[config.mk]
export PLATFORM = sky130hd
export DESIGN_NAME = priority_queue_linear_scan
export DESIGN_NICKNAME = d
export VERILOG_FILES = /design/src/rtl/core/pqls_pkg.sv /design/src/rtl/core/pqls_cmp.sv /design/src/rtl/core/priority_queue_linear_scan.sv
export SDC_FILE = /design/constraint.sdc
export NUM_CORES = 2
export LEC_CHECK = 0
export BUFFER_PORTS_ARGS = -buffer_cell sky130_fd_sc_hd__buf_2
export CAP_MARGIN = 20
export CORE_AREA = 2 2 538 540
export CTS_BUF_LIST = sky130_fd_sc_hd__clkbuf_8
export CTS_CLUSTER_DIAMETER = 120
export DETAILED_ROUTE_END_ITERATION = 8
export DIE_AREA = 0 0 540 542
export PLACE_DENSITY = 0.73
export SETUP_SLACK_MARGIN = 0.05
export SLEW_MARGIN = 40
export SYNTH_ARGS = -nofsm -noshare
export SYNTH_HDL_FRONTEND = slang
export SYNTH_HIERARCHICAL = 1
export SYNTH_SLANG_ARGS = --single-unit
[constraint.sdc]
create_clock -name clk -period 6.27 [get_ports clk]
set_input_delay 0 -clock clk [delete_from_list [all_inputs] [get_ports clk]]
set_output_delay 0 -clock clk [all_outputs]
set_load 0.005 [all_outputs]
[src/rtl/core/pqls_pkg.sv]
package pqls_pkg;

    // One stored entry of the queue.
    typedef struct packed {
        logic signed [31:0] value;
        logic signed [15:0] pri;
    } entry_t;

    // Result status codes.
    typedef enum logic [1:0] {
        STAT_OK    = 2'd0,
        STAT_FULL  = 2'd1,
        STAT_EMPTY = 2'd2
    } status_t;

    // Input operation codes.
    typedef enum logic {
        OP_INSERT = 1'b0,
        OP_REMOVE = 1'b1
    } op_t;

    // Sequencer states.
    typedef enum logic [1:0] {
        ST_IDLE,
        ST_SCAN,
        ST_DONE
    } state_t;

    localparam int ENTRY_W = $bits(entry_t);
    localparam int COUNT_OUT_W = 7;

endpackage

[src/rtl/core/pqls_cmp.sv]
module pqls_cmp
    import pqls_pkg::*;
(
    input  entry_t cand,
    input  entry_t best,
    output logic   cand_wins
);

    // Higher priority wins, then larger value. A full tie keeps the incumbent.
    always_comb
    begin
        cand_wins = (cand.pri > best.pri) ||
                    ((cand.pri == best.pri) && (cand.value > best.value));
    end

endmodule

[src/rtl/core/priority_queue_linear_scan.sv]
// Channel | Direction | Handshake           | Payload
// input   | in        | in_valid, in_ready   | mode, item_value, item_priority
// output  | out       | out_valid, out_ready | status, removed_value, removed_priority,
//         |           |                      | top_valid, top_value, top_priority, entry_count
//
// An insert writes the entry and updates the tracked top as it is accepted, then
// posts the result. A remove is accepted, then scans the N entries held before it
// through the single registered read port of the entry memory, which is walked one
// entry per cycle, and then posts the result.
// Reset clears the count and the tracked top; the entry memory needs no clearing pass.
// Only one item is in work at a time; a result waiting in the output register holds
// the sequencer until it is taken.
module priority_queue_linear_scan
    import pqls_pkg::*;
#(
    parameter int DEPTH = 64
)
(
    input  logic                clk,
    input  logic                rst_n,
    input  logic                in_valid,
    output logic                in_ready,
    input  logic                mode,
    input  logic signed [31:0]  item_value,
    input  logic signed [15:0]  item_priority,
    output logic                out_valid,
    input  logic                out_ready,
    output logic [1:0]          status,
    output logic signed [31:0]  removed_value,
    output logic signed [15:0]  removed_priority,
    output logic                top_valid,
    output logic signed [31:0]  top_value,
    output logic signed [15:0]  top_priority,
    output logic [6:0]          entry_count
);

    localparam int IW = (DEPTH > 1) ? $clog2(DEPTH) : 1;
    localparam int CW = $clog2(DEPTH + 1);
    localparam logic [CW-1:0] FULL_COUNT = CW'(DEPTH);

    // Entry memory: one write port, one registered read port.
    entry_t          mem [DEPTH];
    entry_t          rd_data_reg;
    logic            wr_en;
    logic [IW-1:0]   wr_addr;
    entry_t          wr_data;
    logic [IW-1:0]   rd_addr;

    always_ff @(posedge clk)
    begin
        if (wr_en)
        begin
            mem[wr_addr] <= wr_data;
        end
        rd_data_reg <= mem[rd_addr];
    end

    // Sequencer and datapath registers.
    state_t         state_reg, state_next;
    logic [CW-1:0]  count_reg, count_next;
    entry_t         top_reg, top_next;
    logic [IW-1:0]  top_idx_reg, top_idx_next;
    logic           top_ok_reg, top_ok_next;
    status_t        stat_reg, stat_next;
    entry_t         removed_reg, removed_next;
    logic [IW-1:0]  skip_reg, skip_next;
    logic [CW-1:0]  scan_n_reg, scan_n_next;
    logic [CW-1:0]  rd_ptr_reg, rd_ptr_next;
    logic           pend_reg, pend_next;
    logic [IW-1:0]  pend_idx_reg, pend_idx_next;

    logic           out_valid_reg, out_valid_next;
    status_t        out_stat_reg, out_stat_next;
    entry_t         out_removed_reg, out_removed_next;
    logic           out_top_ok_reg, out_top_ok_next;
    entry_t         out_top_reg, out_top_next;
    logic [CW-1:0]  out_count_reg, out_count_next;

    // The shared compare unit: an incoming entry on insert, a scanned entry on remove.
    entry_t  cmp_cand;
    entry_t  in_entry;
    logic    cand_wins;

    assign in_entry.value = item_value;
    assign in_entry.pri   = item_priority;

    pqls_cmp u_cmp (
        .cand      (cmp_cand),
        .best      (top_reg),
        .cand_wins (cand_wins)
    );

    assign in_ready = (state_reg == ST_IDLE);

    logic in_accept;
    assign in_accept = in_valid && in_ready;

    always_comb
    begin
        state_next       = state_reg;
        count_next       = count_reg;
        top_next         = top_reg;
        top_idx_next     = top_idx_reg;
        top_ok_next      = top_ok_reg;
        stat_next        = stat_reg;
        removed_next     = removed_reg;
        skip_next        = skip_reg;
        scan_n_next      = scan_n_reg;
        rd_ptr_next      = rd_ptr_reg;
        pend_next        = pend_reg;
        pend_idx_next    = pend_idx_reg;
        out_valid_next   = out_valid_reg;
        out_stat_next    = out_stat_reg;
        out_removed_next = out_removed_reg;
        out_top_ok_next  = out_top_ok_reg;
        out_top_next     = out_top_reg;
        out_count_next   = out_count_reg;
        wr_en            = 1'b0;
        wr_addr          = count_reg[IW-1:0];
        wr_data          = in_entry;
        rd_addr          = rd_ptr_reg[IW-1:0];
        cmp_cand         = in_entry;

        if (out_valid_reg && out_ready)
        begin
            out_valid_next = 1'b0;
        end

        case (state_reg)
            ST_IDLE:
            begin
                if (in_accept)
                begin
                    removed_next = '0;
                    stat_next    = STAT_OK;
                    state_next   = ST_DONE;
                    if (op_t'(mode) == OP_INSERT)
                    begin
                        if (count_reg == FULL_COUNT)
                        begin
                            stat_next = STAT_FULL;
                        end
                        else
                        begin
                            // Append; the new entry is the top if none is tracked or if it strictly wins,
                            // since an earlier entry wins a full tie.
                            wr_en      = 1'b1;
                            count_next = count_reg + 1'b1;
                            if (!top_ok_reg || cand_wins)
                            begin
                                top_next     = in_entry;
                                top_idx_next = count_reg[IW-1:0];
                                top_ok_next  = 1'b1;
                            end
                        end
                    end
                    else
                    begin
                        if (count_reg == '0)
                        begin
                            stat_next = STAT_EMPTY;
                        end
                        else
                        begin
                            // The tracked top is the one removed. One pass then closes
                            // the gap and finds the new top together.
                            removed_next = top_reg;
                            skip_next    = top_idx_reg;
                            scan_n_next  = count_reg;
                            count_next   = count_reg - 1'b1;
                            rd_ptr_next  = '0;
                            pend_next    = 1'b0;
                            top_ok_next  = 1'b0;
                            state_next   = ST_SCAN;
                        end
                    end
                end
            end

            ST_SCAN:
            begin
                // Issue the next read.
                if (rd_ptr_reg < scan_n_reg)
                begin
                    rd_ptr_next   = rd_ptr_reg + 1'b1;
                    pend_next     = 1'b1;
                    pend_idx_next = rd_ptr_reg[IW-1:0];
                end
                else
                begin
                    pend_next = 1'b0;
                end

                // Consume the entry read last cycle, skipping the removed one.
                cmp_cand = rd_data_reg;
                if (pend_reg && (pend_idx_reg != skip_reg))
                begin
                    if (pend_idx_reg > skip_reg)
                    begin
                        wr_en   = 1'b1;
                        wr_addr = pend_idx_reg - 1'b1;
                        wr_data = rd_data_reg;
                    end
                    if (!top_ok_reg || cand_wins)
                    begin
                        top_next     = rd_data_reg;
                        top_idx_next = (pend_idx_reg > skip_reg) ?
                                       (pend_idx_reg - 1'b1) : pend_idx_reg;
                        top_ok_next  = 1'b1;
                    end
                end

                if (!pend_reg && (rd_ptr_reg >= scan_n_reg))
                begin
                    state_next = ST_DONE;
                end
            end

            ST_DONE:
            begin
                if (!out_valid_reg || out_ready)
                begin
                    out_valid_next   = 1'b1;
                    out_stat_next    = stat_reg;
                    out_removed_next = removed_reg;
                    out_top_ok_next  = top_ok_reg;
                    out_top_next     = top_ok_reg ? top_reg : '0;
                    out_count_next   = count_reg;
                    state_next       = ST_IDLE;
                end
            end

            default:
            begin
                state_next = ST_IDLE;
            end
        endcase
    end

    always_ff @(posedge clk or negedge rst_n)
    begin
        if (!rst_n)
        begin
            state_reg     <= ST_IDLE;
            count_reg     <= '0;
            top_ok_reg    <= 1'b0;
            pend_reg      <= 1'b0;
            out_valid_reg <= 1'b0;
        end
        else
        begin
            state_reg     <= state_next;
            count_reg     <= count_next;
            top_ok_reg    <= top_ok_next;
            pend_reg      <= pend_next;
            out_valid_reg <= out_valid_next;
        end
    end

    always_ff @(posedge clk)
    begin
        top_reg         <= top_next;
        top_idx_reg     <= top_idx_next;
        stat_reg        <= stat_next;
        removed_reg     <= removed_next;
        skip_reg        <= skip_next;
        scan_n_reg      <= scan_n_next;
        rd_ptr_reg      <= rd_ptr_next;
        pend_idx_reg    <= pend_idx_next;
        out_stat_reg    <= out_stat_next;
        out_removed_reg <= out_removed_next;
        out_top_ok_reg  <= out_top_ok_next;
        out_top_reg     <= out_top_next;
        out_count_reg   <= out_count_next;
    end

    assign out_valid        = out_valid_reg;
    assign status           = out_stat_reg;
    assign removed_value    = out_removed_reg.value;
    assign removed_priority = out_removed_reg.pri;
    assign top_valid        = out_top_ok_reg;
    assign top_value        = out_top_reg.value;
    assign top_priority     = out_top_reg.pri;
    assign entry_count      = COUNT_OUT_W'(out_count_reg);

endmodule

Word level (Yosys, flattened, before mapping):

Memories as Yosys holds them, arrays and structs flattened. A register that Yosys moved wholly into a read port is not among the register bits.
Index checks and enable logic that the tools add are counted.

* $add $sub $neg: 4
* order comparisons: 5
* eq/ne operators: 20
* mux-type cells: 61
* bitwise gates (word level): 2
* reduce and logical (&&, ||, !) cells: 25

Operators with widths (number)
* 48-bit two-way mux: 10
* 48-bit one-hot mux with 2 select lines: 1
* 6-bit two-way mux: 10
* 7-bit two-way mux: 7
* 32-bit greater-than comparator: 1
* 1-bit two-way mux: 20
* 2-bit != test, second input constant: 10
* 16-bit equality test: 1
* 16-bit greater-than comparator: 1
* 7-bit by 1-bit adder with 7-bit output, second input constant: 2
* 2-bit two-way mux: 7
* 7-bit one-hot mux with 2 select lines: 1
* 6-bit one-hot mux with 2 select lines: 1
* 4-bit AND reduction: 3
* 5-bit AND reduction: 2
* 7-bit equality test, second input constant: 1
* 7-bit greater-or-equal comparator: 1
* 7-bit zero test: 1
* 7-bit < comparator: 1
* 7-bit AND reduction: 1
* 7-bit by 1-bit subtractor with 7-bit output, second input constant: 1
* 6-bit greater-than comparator: 1
* 2-bit by 1-bit != test with 1-bit output, second input constant: 3
* 3-bit != test, second input constant: 2
* 15 further kinds: 28

* register bits after elaboration: 248
* memory bits (writable): 3072
* input bits: 53
* logic and storage cells: 140
* memories: 1

Memory list
* mem: depth 64, bits a word 48, read ports 1, clocked after memory_dff 1, wr ports 1, RTL line priority_queue_linear_scan.sv:42 `entry_t mem [DEPTH];`

Depth between registers and ports, before layout:

* depth after elaboration: 11
* gate-level depth with buffers: 17

Hierarchy:

Netlist, hierarchy kept.

By module, submodules not included
* priority_queue_linear_scan: instances 1, cells an instance 5718, area an instance 127235.8 um^2, seq. area each 100596.5 um^2
* pqls_cmp: instances 1, cells an instance 174, area an instance 1256.2 um^2, seq. area each 0.0 um^2

Worst setup path after synthesis:

OpenSTA, ideal clock, no wires.

* kind: register to register
* from: register state_reg[1]
* to: register top_idx_reg[0] (enable)
* setup time: 0.484 ns
* data arrival time: 5.424 ns
* data required time: 5.786 ns
* path slack: 0.362 ns
* stages on the path, launching flop included: 17
* path through: dfrtp_1 clkbuf_1 nand2b_1 clkbuf_1 clkbuf_1 clkbuf_1 nand2_1 nand2_1 ha_1 nand4_1 or4b_1 a31oi_1 and2_1 a32oi_1 nand3_1 inv_1 a21oi_1

RTL lines
* start, declared: RTL line priority_queue_linear_scan.sv:59 `state_t state_reg, state_next;`
* start signal, assigned: RTL line priority_queue_linear_scan.sv:252 `state_reg <= state_next;`
* end signal, assigned: RTL line priority_queue_linear_scan.sv:263 `top_idx_reg <= top_idx_next;`
* end, declared: RTL line priority_queue_linear_scan.sv:62 `logic [IW-1:0] top_idx_reg, top_idx_next;`

Worst setup path after layout:

* from: register pend_idx_reg[3]
* to: memory mem[8][15] (netlist bit) (enable)

* cells in the longest elaborated chain, start to end: 6
* elaborated cells on any way between the ends: 12

Ends and longest elaborated chain
* start, declared: RTL line priority_queue_linear_scan.sv:70 `logic [IW-1:0] pend_idx_reg, pend_idx_next;`
* start signal, assigned: RTL line priority_queue_linear_scan.sv:269 `pend_idx_reg <= pend_idx_next;`
* 6-bit greater-than comparator or 6-bit != test (tied branches): RTL line priority_queue_linear_scan.sv:198, priority_queue_linear_scan.sv:196
* 1-bit two-way mux or 1-bit logical AND (tied branches): RTL line priority_queue_linear_scan.sv:198, priority_queue_linear_scan.sv:196
* 1-bit two-way mux: RTL line priority_queue_linear_scan.sv:196 `if (pend_reg && (pend_idx_reg != skip_reg))`
* 1-bit one-hot mux with 2 select lines: RTL line priority_queue_linear_scan.sv:129 `case (state_reg)`
* 1-bit two-way mux: RTL line priority_queue_linear_scan.sv:51 `if (wr_en)`
* 1-bit two-way mux (not written as such): RTL line priority_queue_linear_scan.sv:53 `mem[wr_addr] <= wr_data;`
* end, declared: RTL line priority_queue_linear_scan.sv:42

Parallel ways exist; a longest one is shown, timed or not.

==> impl_metrics.py <==
metrics = {
    "run_status": {
        "status": "complete, no violations",
    },
    "grt": {
        "grt_usage": 0.227,
        "antenna_found_initial": 21,
        "overflow": 0,
        "grt_max_degree": 89,
        "grt_pass1_wl_um": 480000,
        "grt_pass1_vias": 65500,
    },
    "logic_synthesis": {
        "yosys.area.top_type": "edfxtp_1",
        "postSynthCellCount": 5892,
        "syn_area_um2": 128000,
        "yosys_warnings": 6,
        "synth_seq_cells": 3368,
        "ys.flop_type": "edfxtp_1",
        "async_reset_ff_frac": 0.00356,
        "synth_nets": 6014,
        "ys_types": 60,
        "synth.yosys.seq_area_share": 0.783,
        "synth.area.top_cells": "edfxtp_1 77%, mux4_2 13%, a22oi_1 2.3%",
        "syn_area_per_cell_um2": 21.8,
        "synth_edf_count": 3308,
        "yosys.area.top_type_share": 0.773,
    },
    "detailed_routing": {
        "route.vias.total": 65500,
        "wl_per_cell_um": 31.3,
        "first_pass_iters": 8,
        "drt-total-wl_um": 336000,
        "avgViaCountPerCell": 6.11,
        "drc": 0,
        "postRouteAntennaNets": 0,
        "drtIter0Drc": 9829,
    },
    "clock_tree": {
        "cts_root_buf": "clkbuf_8",
        "post_cts.repair.setup_buffers": 0,
        "clkSinkCount": 3368,
        "cts_tree": "built",
        "clock_path_buffers": 4,
        "clk_pin_slew_ns": 0.07,
        "cts-buffers-inserted": 488,
        "post_cts_resized": 0,
        "clk_latency_ns": 1.05,
        "h-tree-depth": 5,
    },
    "sta": {
        "fin_crit_sh": 0.768,
        "period_needed_ns": 4.81,
        "rsz0062_at_grt": "no",
        "finalHoldViolCount": 0,
        "fmax_mhz": 208,
        "setup_viol": 0,
        "tightest_slew_ns": 0.936,
        "slew_violations": 0,
        "fin_ws_ns": 1.46,
        "fin_skew_ns": 0.0982,
        "hold_ws_ns": 0.0806,
        "max_slew_margin": 0.374,
        "tns_ns": 0,
    },
    "cells_and_area": {
        "syn_to_final_growth_pct": 13.6,
        "fin_util": 0.509,
        "final_cell_mix": "3308 x edfxtp_1, 768 x mux4_2, 512 x clkbuf_8, 386 x a22oi_1, 241 x inv_1",
        "n_fill_cell": 21900,
        "stdcell_count": 10700,
        "nets": 6657,
        "drive_above_1_share": 0.275,
        "final_common_cell": "edfxtp_1",
        "largest_reg_flops": 3072,
        "stdcell_area_um2": 146000,
        "largest_register": "mem",
    },
    "die": {
        "start_util": 0.448,
        "num_rows": 197,
        "die_area_um2": 293000,
        "core_area_um2": 287000,
        "die_y_um": 542,
        "die_x_um": 540,
        "pin_count": 161,
    },
    "pwr": {
        "powerDensity_nw_per_um2": 396,
        "p_leak_nw": 46.6,
        "power_mw": 57.8,
        "vdd_drop_max_mv": 0.340,
    },
    "placed_design": {
        "dpl_worst_slack_ns": 1.38,
        "dp_hpwl_um": 196000,
        "io_buffers": 160,
        "place_area_um2": 136000,
        "gp_congestion": 0.877,
        "dp.cells": 9735,
    },
    "setup_path": {
        "cp-end-kind": "flip-flop",
        "startpoint": "pend_idx_reg[3]",
        "r2r-start": "pend_idx_reg[3]",
        "critPathArrivalTime_ns": 5.45,
        "slowest_delay_ns": 0.55,
        "crit_chain": "ha_1 > and4_1 > nand3_1 > nand3_1 > nor2_4 > buf_16 > buf_4 > a32oi_1 > clkbuf_2 > nor2_4 > buf_4",
        "critPathKind": "flip-flop to flip-flop",
        "crit_slowest_cell": "edfxtp_1",
        "worst-path-buf-inv": 4,
        "worstPathMaxFanout": 24,
        "cp-start-kind": "flip-flop",
        "cp_top_family": "simple AND/OR/NAND/NOR gates",
        "required_ns": 6.91,
    },
    "hold_path": {
        "hp-class": "input port to flip-flop",
        "worstHoldStart": "item_value[19]",
    },
    "flow_run": {
        "maxCapViolCount": 0,
    },
}
-- tightest hold or removal path: cells and delay by family --
kind | cells | cell delay (ns)
buf+inv | 2 | 0.74
simple gates | 2 | 0.18
-- cells in the mapped netlist, drive strengths merged (13+ instances only) --
cell / instances
mux2: 52
xnor2: 13
clkbuf: 185
ha: 68
nand3: 19
nor2b: 17
nand2: 196
nor3: 15
a21oi: 229
and2: 99
a22oi: 386
buf: 132
dfxtp: 48
o21ai: 20
or4: 50
inv: 75
mux4: 768
edfxtp: 3308
nor2: 105
-- timing repair --
item / 4_1_cts / 5_1_grt
endpoints found under the hold margin: 2072 / 0
endpoints found under the setup margin: 0 / 0
hold buffers: 84 / 0
-- area by class of cell --
| class | count | area, µm² | area share |
|---|---|---|---|
| Tap cell | 3781 | 4730 | 0.0324 |
| Multi-Input combinational cell | 2132 | 27000 | 0.185 |
| Antenna cell | 12 | 30.0 | 0.000206 |
| Timing Repair Buffer | 470 | 4400 | 0.0302 |
| Sequential cell | 3368 | 101000 | 0.689 |
| Inverter | 75 | 284 | 0.00195 |
| Clock inverter | 373 | 1890 | 0.0129 |
| Clock buffer | 512 | 7050 | 0.0483 |
-- per-layer routing --
| metal | share of wire | vias to the layer above | GRT usage |
|---|---|---|---|
| met1 | 0.37 | 34200 | 0.312 |
| met5 | 0.00057 | - | 0 |
| met3 | 0.13 | 593 | 0.0570 |
| met2 | 0.47 | 4517 | 0.358 |
| li1 | - | 26200 | - |
| met4 | 0.033 | 28 | 0.0745 |
-- cell families after synthesis --
| kind of cell | after synthesis | synth area share |
|---|---|---|
| AOI/OAI and AO/OA | 681 | 0.0351 |
| xor gates and xnor gates | 19 | 0.00130 |
| adders and majority gates | 69 | 0.00678 |
| buffers and inverters | 392 | 0.0135 |
| DFF | 3368 | 0.783 |
| muxes | 827 | 0.140 |
| and+or+nand+nor | 536 | 0.0207 |
-- power breakdown --
| part | internal [mW] | switching (mW) |
|---|---|---|
| logic | 5.52 | 8.65 |
| clock network | 7.93 | 8.24 |
| registers | 26.6 | 0.856 |
-- path summary, 6_finish.rpt --
path	endpoint	slack [ns]	cells past startpoint
setup / recovery	mem[8][15]	1.46	11
hold / removal	top_reg[35]	0.08	4
setup reg to reg	mem[8][15]	1.46	11
hold reg to reg	removed_value[22]	0.40	0
max in group asynchronous	count_reg[4]	5.63	3
min in group asynchronous	top_ok_reg	0.16	3
Power figures use the tool's default switching activity.
